===== config.mk =====
export PLATFORM = sky130hd
export DESIGN_NAME = token_ring_register_node
export DESIGN_NICKNAME = d
export VERILOG_FILES = /design/src/rtl/trn_pkg.sv /design/src/rtl/trn_front.sv /design/src/rtl/trn_fifo.sv /design/src/rtl/trn_back.sv /design/src/rtl/token_ring_register_node.sv
export SDC_FILE = /design/constraint.sdc
export NUM_CORES = 1
export LEC_CHECK = 0
export BUFFER_PORTS_ARGS = -buffer_cell sky130_fd_sc_hd__buf_2
export CORE_MARGIN = 3
export CORE_UTILIZATION = 60
export DETAILED_ROUTE_END_ITERATION = 10
export PLACE_DENSITY_LB_ADDON = 0.1
export SLEW_MARGIN = 25
export SYNTH_ARGS = -nofsm -noshare
export SYNTH_HDL_FRONTEND = slang
export SYNTH_HIERARCHICAL = 1
export SYNTH_SLANG_ARGS = --single-unit

===== constraint.sdc =====
create_clock -name clk -period 6.2 [get_ports clk]
set_input_delay 1.24 -clock clk [delete_from_list [all_inputs] [get_ports clk]]
set_output_delay 1.24 -clock clk [all_outputs]
set_load 0.01 [all_outputs]

===== src/rtl/trn_pkg.sv =====
`timescale 1ns / 1ps
`default_nettype none

package trn_pkg;

  // Token framing constants.
  localparam logic [7:0] CRC_SEED     = 8'h88;
  localparam logic [3:0] ERR_CRC_CODE = 4'hC;
  localparam int         STORE_BIT    = 3;
  localparam logic [3:0] BROADCAST_ID = 4'h0;

  // Per-bit contributions of the reflected CRC-8 (poly 0x31) byte step.
  localparam logic [7:0] CRC_TAB [8] = '{
    8'h5e, 8'hbc, 8'h61, 8'hc2, 8'h9d, 8'h23, 8'h46, 8'h8c
  };

  // One classified token handed from the front end to the transmitter.
  typedef struct packed {
    logic [7:0] b0;
    logic [7:0] b1;
    logic [7:0] b2;
    logic       cleared;
    logic       event_hit;
    logic [7:0] ctarget;
  } token_t;

  // Advance the CRC by one byte.
  function automatic logic [7:0] crc_step(input logic [7:0] acc, input logic [7:0] b);
    logic [7:0] x;
    logic [7:0] r;
    x = acc ^ b;
    r = 8'h00;
    for (int i = 0; i < 8; i++) begin
      if (x[i]) r = r ^ CRC_TAB[i];
    end
    return r;
  endfunction

endpackage

`default_nettype wire


===== src/rtl/trn_front.sv =====
`timescale 1ns / 1ps
`default_nettype none

module trn_front #(
  parameter int REG_COUNT = 8
) (
  input  wire logic          clk,
  input  wire logic          rst_n,
  input  wire logic          in_valid,
  output logic               in_ready,
  input  wire logic [7:0]    in_rx_byte,
  input  wire logic          in_frame_restart,
  input  wire logic          cfg_valid,
  input  wire logic [3:0]    cfg_node_id,
  input  wire logic          q_full,
  output logic               q_push,
  output trn_pkg::token_t    q_token
);
  import trn_pkg::*;

  localparam int IDX_W = (REG_COUNT > 1) ? $clog2(REG_COUNT) : 1;

  logic [3:0]  node_id_r;
  logic [1:0]  idx_r, idx_nxt;
  logic [7:0]  crc_r, crc_nxt;
  logic [7:0]  b0_r, b1_r, b2_r;
  logic [15:0] rf_r [REG_COUNT];

  logic        accept;
  logic [1:0]  eff_idx;
  logic [7:0]  crc_base;
  logic        is_last;
  logic        crc_good;
  logic [3:0]  tid;
  logic        own;
  logic        addressed;
  logic [2:0]  reg_sel;
  logic        in_range;
  logic [15:0] old_val;
  logic        do_write;

  // Accept whenever the token queue has room.
  assign in_ready = !q_full;
  assign accept   = in_valid && in_ready;

  // Node identity register.
  always_ff @(posedge clk) begin
    if (!rst_n) begin
      node_id_r <= 4'd1;
    end else if (cfg_valid) begin
      node_id_r <= cfg_node_id;
    end
  end

  // A restart forces the word to be the first of a new token.
  assign eff_idx  = in_frame_restart ? 2'd0 : idx_r;
  assign crc_base = in_frame_restart ? CRC_SEED : crc_r;
  assign is_last  = (eff_idx == 2'd3);

  always_comb begin
    if (is_last) begin
      idx_nxt = 2'd0;
      crc_nxt = CRC_SEED;
    end else begin
      idx_nxt = eff_idx + 2'd1;
      crc_nxt = crc_step(crc_base, in_rx_byte);
    end
  end

  // Gathering state and the running CRC over the first three words.
  always_ff @(posedge clk) begin
    if (!rst_n) begin
      idx_r <= 2'd0;
      crc_r <= CRC_SEED;
    end else if (accept) begin
      idx_r <= idx_nxt;
      crc_r <= crc_nxt;
    end
  end

  always_ff @(posedge clk) begin
    if (accept) begin
      unique case (eff_idx)
        2'd0:    b0_r <= in_rx_byte;
        2'd1:    b1_r <= in_rx_byte;
        2'd2:    b2_r <= in_rx_byte;
        default: ;
      endcase
    end
  end

  // Classification of a complete token.
  assign crc_good  = (crc_r == in_rx_byte);
  assign tid       = b2_r[7:4];
  assign own       = (tid == node_id_r);
  assign addressed = own || (tid == BROADCAST_ID);
  assign reg_sel   = b2_r[2:0];
  assign in_range  = (32'(reg_sel) < REG_COUNT);
  assign old_val   = in_range ? rf_r[reg_sel[IDX_W-1:0]] : 16'h0000;
  assign do_write  = accept && is_last && crc_good && addressed && b2_r[STORE_BIT] && in_range;

  // Register file.
  always_ff @(posedge clk) begin
    if (!rst_n) begin
      for (int i = 0; i < REG_COUNT; i++) begin
        rf_r[i] <= 16'h0000;
      end
    end else if (do_write) begin
      rf_r[reg_sel[IDX_W-1:0]] <= {b1_r, b0_r};
    end
  end

  // Build the outgoing token.
  always_comb begin
    q_token = '0;
    if (crc_good) begin
      q_token.b0        = (addressed && own) ? old_val[7:0]  : b0_r;
      q_token.b1        = (addressed && own) ? old_val[15:8] : b1_r;
      q_token.b2        = b2_r;
      q_token.cleared   = own && (reg_sel == 3'd0);
      q_token.event_hit = addressed && (b2_r != 8'h00);
      q_token.ctarget   = (addressed && (b2_r != 8'h00)) ? b2_r : 8'h00;
    end else begin
      q_token.b0 = crc_r;
      q_token.b1 = in_rx_byte;
      q_token.b2 = {node_id_r, ERR_CRC_CODE ^ b2_r[3:0]};
    end
  end

  assign q_push = accept && is_last;

endmodule

`default_nettype wire


===== src/rtl/trn_fifo.sv =====
`timescale 1ns / 1ps
`default_nettype none

module trn_fifo (
  input  wire logic             clk,
  input  wire logic             rst_n,
  input  wire logic             push,
  input  wire trn_pkg::token_t  push_token,
  input  wire logic             pop,
  output logic                  full,
  output logic                  not_empty,
  output trn_pkg::token_t       head
);
  import trn_pkg::*;

  token_t     slot_r [2];
  logic       wr_ptr_r;
  logic       rd_ptr_r;
  logic [1:0] count_r;
  logic       do_push;
  logic       do_pop;

  assign full      = (count_r == 2'd2);
  assign not_empty = (count_r != 2'd0);
  assign head      = slot_r[rd_ptr_r];
  assign do_push   = push && !full;
  assign do_pop    = pop && not_empty;

  // Two-entry token queue.
  always_ff @(posedge clk) begin
    if (!rst_n) begin
      wr_ptr_r <= 1'b0;
      rd_ptr_r <= 1'b0;
      count_r  <= 2'd0;
    end else begin
      if (do_push) wr_ptr_r <= !wr_ptr_r;
      if (do_pop)  rd_ptr_r <= !rd_ptr_r;
      unique case ({do_push, do_pop})
        2'b10:   count_r <= count_r + 2'd1;
        2'b01:   count_r <= count_r - 2'd1;
        default: count_r <= count_r;
      endcase
    end
  end

  always_ff @(posedge clk) begin
    if (do_push) begin
      slot_r[wr_ptr_r] <= push_token;
    end
  end

endmodule

`default_nettype wire


===== src/rtl/trn_back.sv =====
`timescale 1ns / 1ps
`default_nettype none

module trn_back (
  input  wire logic             clk,
  input  wire logic             rst_n,
  input  wire logic             q_not_empty,
  input  wire trn_pkg::token_t  q_head,
  output logic                  q_pop,
  output logic                  out_valid,
  input  wire logic             out_ready,
  output logic [7:0]            out_tx_byte,
  output logic                  out_last_byte,
  output logic                  out_status_cleared,
  output logic                  out_control_event,
  output logic [7:0]            out_control_target
);
  import trn_pkg::*;

  logic [1:0] k_r;
  logic [7:0] crc_r, crc_nxt;
  logic       valid_r;
  logic [7:0] byte_r, byte_nxt;
  logic       last_r, cleared_r, event_r;
  logic [7:0] ctarget_r;
  logic       load;

  // Load a queued word when the output register is empty or being taken.
  assign load  = q_not_empty && (!valid_r || out_ready);
  assign q_pop = load && (k_r == 2'd3);

  // Pick the word to send and advance the fresh CRC.
  always_comb begin
    unique case (k_r)
      2'd0: begin
        byte_nxt = q_head.b0;
        crc_nxt  = crc_step(CRC_SEED, q_head.b0);
      end
      2'd1: begin
        byte_nxt = q_head.b1;
        crc_nxt  = crc_step(crc_r, q_head.b1);
      end
      2'd2: begin
        byte_nxt = q_head.b2;
        crc_nxt  = crc_step(crc_r, q_head.b2);
      end
      default: begin
        byte_nxt = crc_r;
        crc_nxt  = crc_r;
      end
    endcase
  end

  // Word position and output valid.
  always_ff @(posedge clk) begin
    if (!rst_n) begin
      k_r     <= 2'd0;
      valid_r <= 1'b0;
    end else begin
      if (load) begin
        k_r     <= k_r + 2'd1;
        valid_r <= 1'b1;
      end else if (out_ready) begin
        valid_r <= 1'b0;
      end
    end
  end

  // Output payload register.
  always_ff @(posedge clk) begin
    if (load) begin
      crc_r     <= crc_nxt;
      byte_r    <= byte_nxt;
      last_r    <= (k_r == 2'd3);
      cleared_r <= (k_r == 2'd0) && q_head.cleared;
      event_r   <= (k_r == 2'd0) && q_head.event_hit;
      ctarget_r <= (k_r == 2'd0) ? q_head.ctarget : 8'h00;
    end
  end

  assign out_valid          = valid_r;
  assign out_tx_byte        = byte_r;
  assign out_last_byte      = last_r;
  assign out_status_cleared = cleared_r;
  assign out_control_event  = event_r;
  assign out_control_target = ctarget_r;

endmodule

`default_nettype wire


===== src/rtl/token_ring_register_node.sv =====
// Ring node register port.
// Input channel (in_valid/in_ready) takes one received word per cycle while the
// queue has room: the byte and a flag that marks it as the first word of a
// token. Every fourth word completes a token; its CRC is checked, the register
// file is read and optionally written, and the token is queued for
// retransmission. Output channel (out_valid/out_ready) sends the four words of
// each token in the order data low, data high, target, CRC, one word per cycle
// while out_ready is high; the last one carries out_last_byte. Event flags
// appear on the first word only. The output is registered. Sustained rate is
// one word per cycle on each side while out_ready stays high, set by the
// transmitter which sends one word of the head token per cycle. A two-token
// queue sits between receiver and transmitter; when the receiver of our output
// stalls, the queue fills and in_ready drops only once it is full.
// Configuration (cfg_valid/cfg_ready, always ready) writes the node id.
// Reset clears the register file, sets the node id to 1, discards any partial
// token and empties the queue.
`timescale 1ns / 1ps
`default_nettype none

module token_ring_register_node #(
  parameter int REG_COUNT = 8
) (
  input  wire logic       clk,
  input  wire logic       rst_n,
  input  wire logic       in_valid,
  output logic            in_ready,
  input  wire logic [7:0] in_rx_byte,
  input  wire logic       in_frame_restart,
  output logic            out_valid,
  input  wire logic       out_ready,
  output logic [7:0]      out_tx_byte,
  output logic            out_last_byte,
  output logic            out_status_cleared,
  output logic            out_control_event,
  output logic [7:0]      out_control_target,
  input  wire logic       cfg_valid,
  output logic            cfg_ready,
  input  wire logic [3:0] cfg_node_id
);
  import trn_pkg::*;

  logic   q_full;
  logic   q_push;
  logic   q_pop;
  logic   q_not_empty;
  token_t q_token;
  token_t q_head;

  assign cfg_ready = 1'b1;

  // Receiver and token classifier.
  trn_front #(
    .REG_COUNT (REG_COUNT)
  ) u_front (
    .clk              (clk),
    .rst_n            (rst_n),
    .in_valid         (in_valid),
    .in_ready         (in_ready),
    .in_rx_byte       (in_rx_byte),
    .in_frame_restart (in_frame_restart),
    .cfg_valid        (cfg_valid),
    .cfg_node_id      (cfg_node_id),
    .q_full           (q_full),
    .q_push           (q_push),
    .q_token          (q_token)
  );

  // Token queue.
  trn_fifo u_fifo (
    .clk        (clk),
    .rst_n      (rst_n),
    .push       (q_push),
    .push_token (q_token),
    .pop        (q_pop),
    .full       (q_full),
    .not_empty  (q_not_empty),
    .head       (q_head)
  );

  // Transmitter.
  trn_back u_back (
    .clk                (clk),
    .rst_n              (rst_n),
    .q_not_empty        (q_not_empty),
    .q_head             (q_head),
    .q_pop              (q_pop),
    .out_valid          (out_valid),
    .out_ready          (out_ready),
    .out_tx_byte        (out_tx_byte),
    .out_last_byte      (out_last_byte),
    .out_status_cleared (out_status_cleared),
    .out_control_event  (out_control_event),
    .out_control_target (out_control_target)
  );

endmodule

`default_nettype wire


==> results.toml, run 1 <==
[layout]
drive_gt1_share_pct = 22.38
diodes = 0
area_growth_pct = 10.80
utilization_pct = 68.86
layout_commonest_cell = "edfxtp_1"
layout.nets = 997
final_cell_mix = "edfxtp_1 (247), nand2_1 (92), xnor2_1 (68)"

[placed_design]
port_buffers = 38
dp_hpwl_um = 19420
place.gp.congestion = 0.9539

[synth]
synthCells = 946
synth_flop_cell = "edfxtp_1"
synth-seq-cells = 272
ys_seq_area_share_pct = 61.77
synth_area_leaders = "edfxtp_1 (58%), mux4_2 (5.6%), xnor2_1 (4.6%), dfxtp_1 (3.9%), mux2_2 (3.2%)"
synth_edf_count = 247
synth_top_area_share_pct = 57.86
netlist_area_um2 = 12820
synth_top_area_cell = "edfxtp_1"
syn_area_per_cell_um2 = 13.55
syn_nets = 973
synth_cell_types = 54
ys_async_sr_fraction_pct = 0
ys_warn_count = 6

[timing]
max_freq_ghz = 0.2380
finalSetupTns_ps = 0
rsz0062_at_grt = "no"
finalHoldViolations = 0
min_period_ps = 4202
finalMaxSlewViolations = 0
tightestPinTransition_ps = 836.4
finClkSkew_ps = 16.75
maxSlewHeadroom_pct = 44.04
setup_violations = 0
min_period_over_period_pct = 67.77

[die]
io_pins = 40
core.rowCount = 52
die_w_um = 152.2
core-area_um2 = 20620
initial_core_util_pct = 62.15
die_h_um = 152.2
die_area_um2 = 23150

[power_and_ir_drop]
p_int_mw = 3.184
p_clk_share_pct = 42.4
p_seq_share_pct = 51.7
total_power_mw = 4.047
power.switching_mw = 0.8626
ir_drop_v = 0.0002844
powerDensity_nw_per_um2 = 284.9
p_leak_nw = 4.835
pwr-share-comb_pct = 6.0
switching_share_pct = 21.32

[cts]
hold_buffers = 0
cts_root_buf = "clkbuf_16"
path_clk_slew_ps = 60
cts_resized = 0
htree_levels = 1
clk_path_buf_depth = 3
cts_tree = "yes"
postCtsSetupBuffers = 0
clk_latency_ps = 540
cts_buffers = 28
cts.sinks = 272

[drt]
first_pass_iters = 6
drt-initial-drc-count = 831
via_count = 7778
avgRoutedWirePerCell_um = 22.94
antenna_left = 0
drc = 0
viasPerCell = 6.163
postRouteWirelength_um = 28960

[global_route]
grt_pass1_wl_um = 45100
antenna_found_initial = 0
grt_remaining_overflow = 0
first_global_vias = 7739
track_usage_pct = 24.91
grt_max_degree = 72

[worst_setup_path]
max_stage_delay_ps = 740
end_kind = "register"
timing.reg2reg.worst_path_depth = 10
critical_path_class = "in -> reg"
cp_cell_sequence = "buf_2 -> xnor2_1 -> nand4_1 -> or2_1 -> buf_4 -> or3_2 -> buf_4 -> or3_1 -> o21ai_1 -> buf_4"
critPathLaunchType = "input pin"
worstPathRequired_ps = 6420
arrival_ps = 4420
worstPathMaxFanout = 71
cp_common_cell = "buf_4"
cpMaxStageDelayCell = "or3_1"

[min_path]
hold_depth = 2
min_path_type = "reg -> reg"

[flow_run]
maxCapViolCount = 0

[status]
status = "completed"
==> worst paths after layout <==
path	startpoint	endpoint	slack [ps]
setup / recovery	in_rx_byte[2]	u_front/rf_r[1][13]	2000
hold / removal	u_front/idx_r[1]	u_front/idx_r[1]	470
setup reg to reg	u_fifo/count_r[0]	u_front/rf_r[1][13]	2290
hold reg to reg	u_front/idx_r[1]	u_front/idx_r[1]	470
==> synth_stat cells, types with 3 or more instances <==
cell,number
edfxtp_1,247
nand2_1,92
xnor2_1,68
nor3_1,66
clkbuf_1,43
o21ai_0,38
mux2_2,36
and2_1,34
mux4_2,32
nor2_1,30
nor2_2,30
mux2i_1,28
dfxtp_1,25
xor2_1,21
inv_1,20
nor2b_1,19
buf_2,12
ha_1,9
a222oi_1,8
and3_1,7
a21oi_1,6
a221oi_1,6
a22oi_1,5
buf_1,5
or3_1,5
o31ai_1,4
a21boi_0,3
buf_4,3
buf_6,3
nand2b_1,3
nand3_1,3
nand4_1,3
xnor2_2,3
xnor3_1,3
==> cells by family after synthesis <==
kind of cell | after synthesis | synth area share (%)
AO/OA/AOI/OAI | 81 | 4.207
AND/OR/NAND/NOR | 300 | 11.69
buffers and inverters | 89 | 3.026
other | 1 | 0.02925
flip-flops | 272 | 61.77
XOR/XNOR | 98 | 7.428
multiplexers | 96 | 10.97
adder cells (fa/ha/maj) | 9 | 0.8785
==> worst max-delay path: cells and delay by family <==
kind	cells	cell delay, ps
AND/OR/NAND/NOR	4	1640
buffers and inverters	4	1100
AO/OA/AOI/OAI	1	250
XOR/XNOR	1	160
==> metrics by stage <==
| step | cell area, um2 | std cells | worst slack (ps) | hold slack (ps) |
|---|---|---|---|---|
| 2_1_floorplan | 12820 | 946 | 1544 | 438.8 |
| 3_3_place_gp | 13250 | 1210 | 1340 | 455.6 |
| 3_5_place_dp | 13250 | 1210 | 1212 | 460.2 |
| 4_1_cts | 14200 | 1262 | 1769 | 468.4 |
| 5_1_grt | 14200 | 1262 | 1908 | 507.2 |
| 6_report | 14200 | 1262 | 1998 | 473.4 |
==> registers in the layout, summed over array words and instances (netlist names), 2 cells and up, named ones only <==
register / flops
u_front/rf_r: 128
u_front/b1_r: 8
u_back/out_tx_byte: 8
u_back/k_r: 2
u_fifo/slot_r: 68
u_front/b2_r: 8
u_front/idx_r: 2
u_front/node_id_r: 4
u_back/out_control_target: 8
u_back/crc_r: 8
u_fifo/count_r: 2
u_front/b0_r: 8
u_front/crc_r: 8
==> power by group through the flow <==
stage | sequential (mW) | combinational [mW] | clock [mW]
after floorplan | 2.10 | 0.174 | 0
after global placement | 2.13 | 0.230 | 0
after detailed placement | 2.13 | 0.237 | 0
after CTS | 2.09 | 0.239 | 1.74
after global routing | 2.09 | 0.261 | 1.83
final | 2.09 | 0.241 | 1.71
==> per-layer routing <==
layer / up-vias / global-route usage, % / share of wire (%)
met5: - / 0 / 0
met4: 0 / 6.036 / 1.9
met3: 51 / 3.806 / 8.1
met2: 370 / 38.67 / 47
met1: 3855 / 37.80 / 43
li1: 3502 / - / -
==> cell type report <==
| cell class | instances | area (um2) |
|---|---|---|
| multi-input cells | 585 | 4543 |
| inverters | 21 | 78.83 |
| flip-flops and latches | 272 | 7919 |
| clock buffers | 37 | 765.7 |
| repair buffers | 62 | 370.4 |
| fillers | 1399 | 6422 |
| clock inverters | 15 | 187.7 |
| well taps | 270 | 337.8 |
Note: power is estimated with default switching activity, not from simulation.
==> run 2: changes to the inputs <==
- CORE_UTILIZATION: 60 -> 56
- clock period: 6.2 -> 3.8 ns (I/O delays scaled with it)
==> run 2 against run 1 <==
  * Sequential share of layout area down 0.37 points
  * Routed wire length down 2.0%
  * Sequential power up 63%
  * Total power up 60%
  * Count of clock-buffer cells in the layout down 6
  * Register-to-register slack worse by 1500 ps
  * Design area up 0.68%
  * Clock skew down 4.3 ps
  * Largest power group unchanged
  * Highest routed layer unchanged
==> results.toml, run 2 (same netlist as run 1, synthesis figures left out) <==
[cts]
cts_root_buf = "clkbuf_16"
cts.sinks = 272
hold_buffers = 0
cts_tree = "yes"
path_clk_slew_ps = 60
clk_latency_ps = 540
cts_resized = 0
postCtsSetupBuffers = 0
cts_buffers = 29
htree_levels = 1
clk_path_buf_depth = 3

[min_path]
min_path_type = "in -> reg"

[timing]
min_period_ps = 3033
min_period_over_period_pct = 79.82
tightestPinTransition_ps = 874.9
finalMaxSlewViolations = 0
finClkSkew_ps = 12.46
maxSlewHeadroom_pct = 41.46
max_freq_ghz = 0.3297
finalHoldViolations = 0
rsz0062_at_grt = "no"
setup_violations = 0

[power_and_ir_drop]
power.switching_mw = 1.396
ir_drop_v = 0.0004101
p_leak_nw = 4.897
p_clk_share_pct = 41.5
switching_share_pct = 21.51
pwr-share-comb_pct = 6.0
powerDensity_nw_per_um2 = 454.0
p_seq_share_pct = 52.4
p_int_mw = 5.096

[flow_run]
maxCapViolCount = 0

[layout]
largest_reg_flops = 128
final_cell_mix = "edfxtp_1 (247), nand2_1 (92), xnor2_1 (68)"
seqCellArea_um2 = 7920
multi_input_area_um2 = 4541
layout_commonest_cell = "edfxtp_1"
drive_gt1_share_pct = 23.38
layout.nets = 1011
nFillCells = 1650
final_area_um2 = 14300
area_growth_pct = 11.55
largest_registers = "u_front/rf_r x128, u_fifo/slot_r x68"
top_register = "u_front/rf_r"
utilization_pct = 64.52

[placed_design]
place.gp.congestion = 0.8962
port_buffers = 38
dp_hpwl_um = 19320
placed_area_um2 = 13380

[die]
core.rowCount = 54
die_h_um = 157.3
die_w_um = 157.3
core-area_um2 = 22160
die_area_um2 = 24740
io_pins = 40
initial_core_util_pct = 57.84

[drt]
via_count = 7711
drt-initial-drc-count = 651
postRouteWirelength_um = 28370
first_pass_iters = 6
drc = 0
avgRoutedWirePerCell_um = 22.03
antenna_left = 0
viasPerCell = 5.987

[worst_setup_path]
max_stage_delay_ps = 570
cp_cell_sequence = "buf_2 -> nor2b_1 -> ha_1 -> and2_1 -> nand3_1 -> or3_2 -> or3b_2 -> o21ai_1 -> buf_4"
worstPathRequired_ps = 4040
path_buf_inv = 2
cpMaxStageDelayCell = "or3_2"
path_delay_family = "simple AND/OR/NAND/NOR gates"
worstPathMaxFanout = 12
end_kind = "register"
critPathLaunchType = "input pin"
critical_path_class = "in -> reg"
arrival_ps = 3270

[global_route]
grt_max_degree = 39
grt_remaining_overflow = 0
first_global_vias = 7832
antenna_found_initial = 0
track_usage_pct = 23.40
grt_pass1_wl_um = 44300

[status]
status = "completed"
[run 2: cell type report]
| type | instances | share of cell area [%] |
|---|---|---|
| Timing Repair Buffer | 75 | 3.448 |
| Inverter | 21 | 0.5513 |
| Clock buffer | 31 | 5.128 |
| Multi-Input combinational cell | 585 | 31.76 |
| Clock inverter | 21 | 1.225 |
| Sequential cell | 272 | 55.39 |
| Antenna cell | 3 | 0.05250 |
| Tap cell | 280 | 2.450 |
[run 2: through the flow]
stage                     power [mW]  setup slack, ps  hold slack, ps  TNS [ps]  instances
after floorplan                3.718           -376.5           438.8    -12050        946
after global placement         3.842            322.8           460.5         0       1233
after detailed placement       3.853            235.8           471.1         0       1233
after CTS                      6.529            768.5           429.5         0       1285
after global routing           6.709            630.3           443.7         0       1285
final                          6.492            766.8           446.8         0       1288
[run 2: power by group through the flow]
stage	clock (mW)	combinational, mW	sequential, mW
floorplan	0	0.285	3.43
global placement	0	0.380	3.46
detailed placement	0	0.387	3.47
CTS	2.74	0.388	3.40
global route	2.87	0.429	3.41
finish	2.70	0.390	3.40
[run 2: worst register-to-register path: cells and delay by family, from the launching register on]
kind,cells,cell delay [ps]
xor+xnor,1,190
compound gates,1,190
flops,1,470
buf+inv,1,230
simple gates,4,1660
[run 2: worst paths after layout]
check	slack [ps]	endpoint	startpoint	cells past startpoint
worst max-delay path	770	u_front/rf_r[5][11]	in_frame_restart	9
worst min-delay path	450	u_front/node_id_r[0]	cfg_node_id[0]	3
worst max register to register	770	u_front/rf_r[5][11]	u_front/b2_r[5]	7
worst min register to register	470	u_front/idx_r[1]	u_front/idx_r[1]	2
[run 2: routing by layer]
metal / part of all wire, % / up-vias / GRT usage (%)
met5: 0 / - / 0
met4: 2.2 / 0 / 6.694
met2: 46 / 267 / 36.16
li1: - / 3524 / -
met3: 6.2 / 47 / 3.547
met1: 46 / 3873 / 35.03
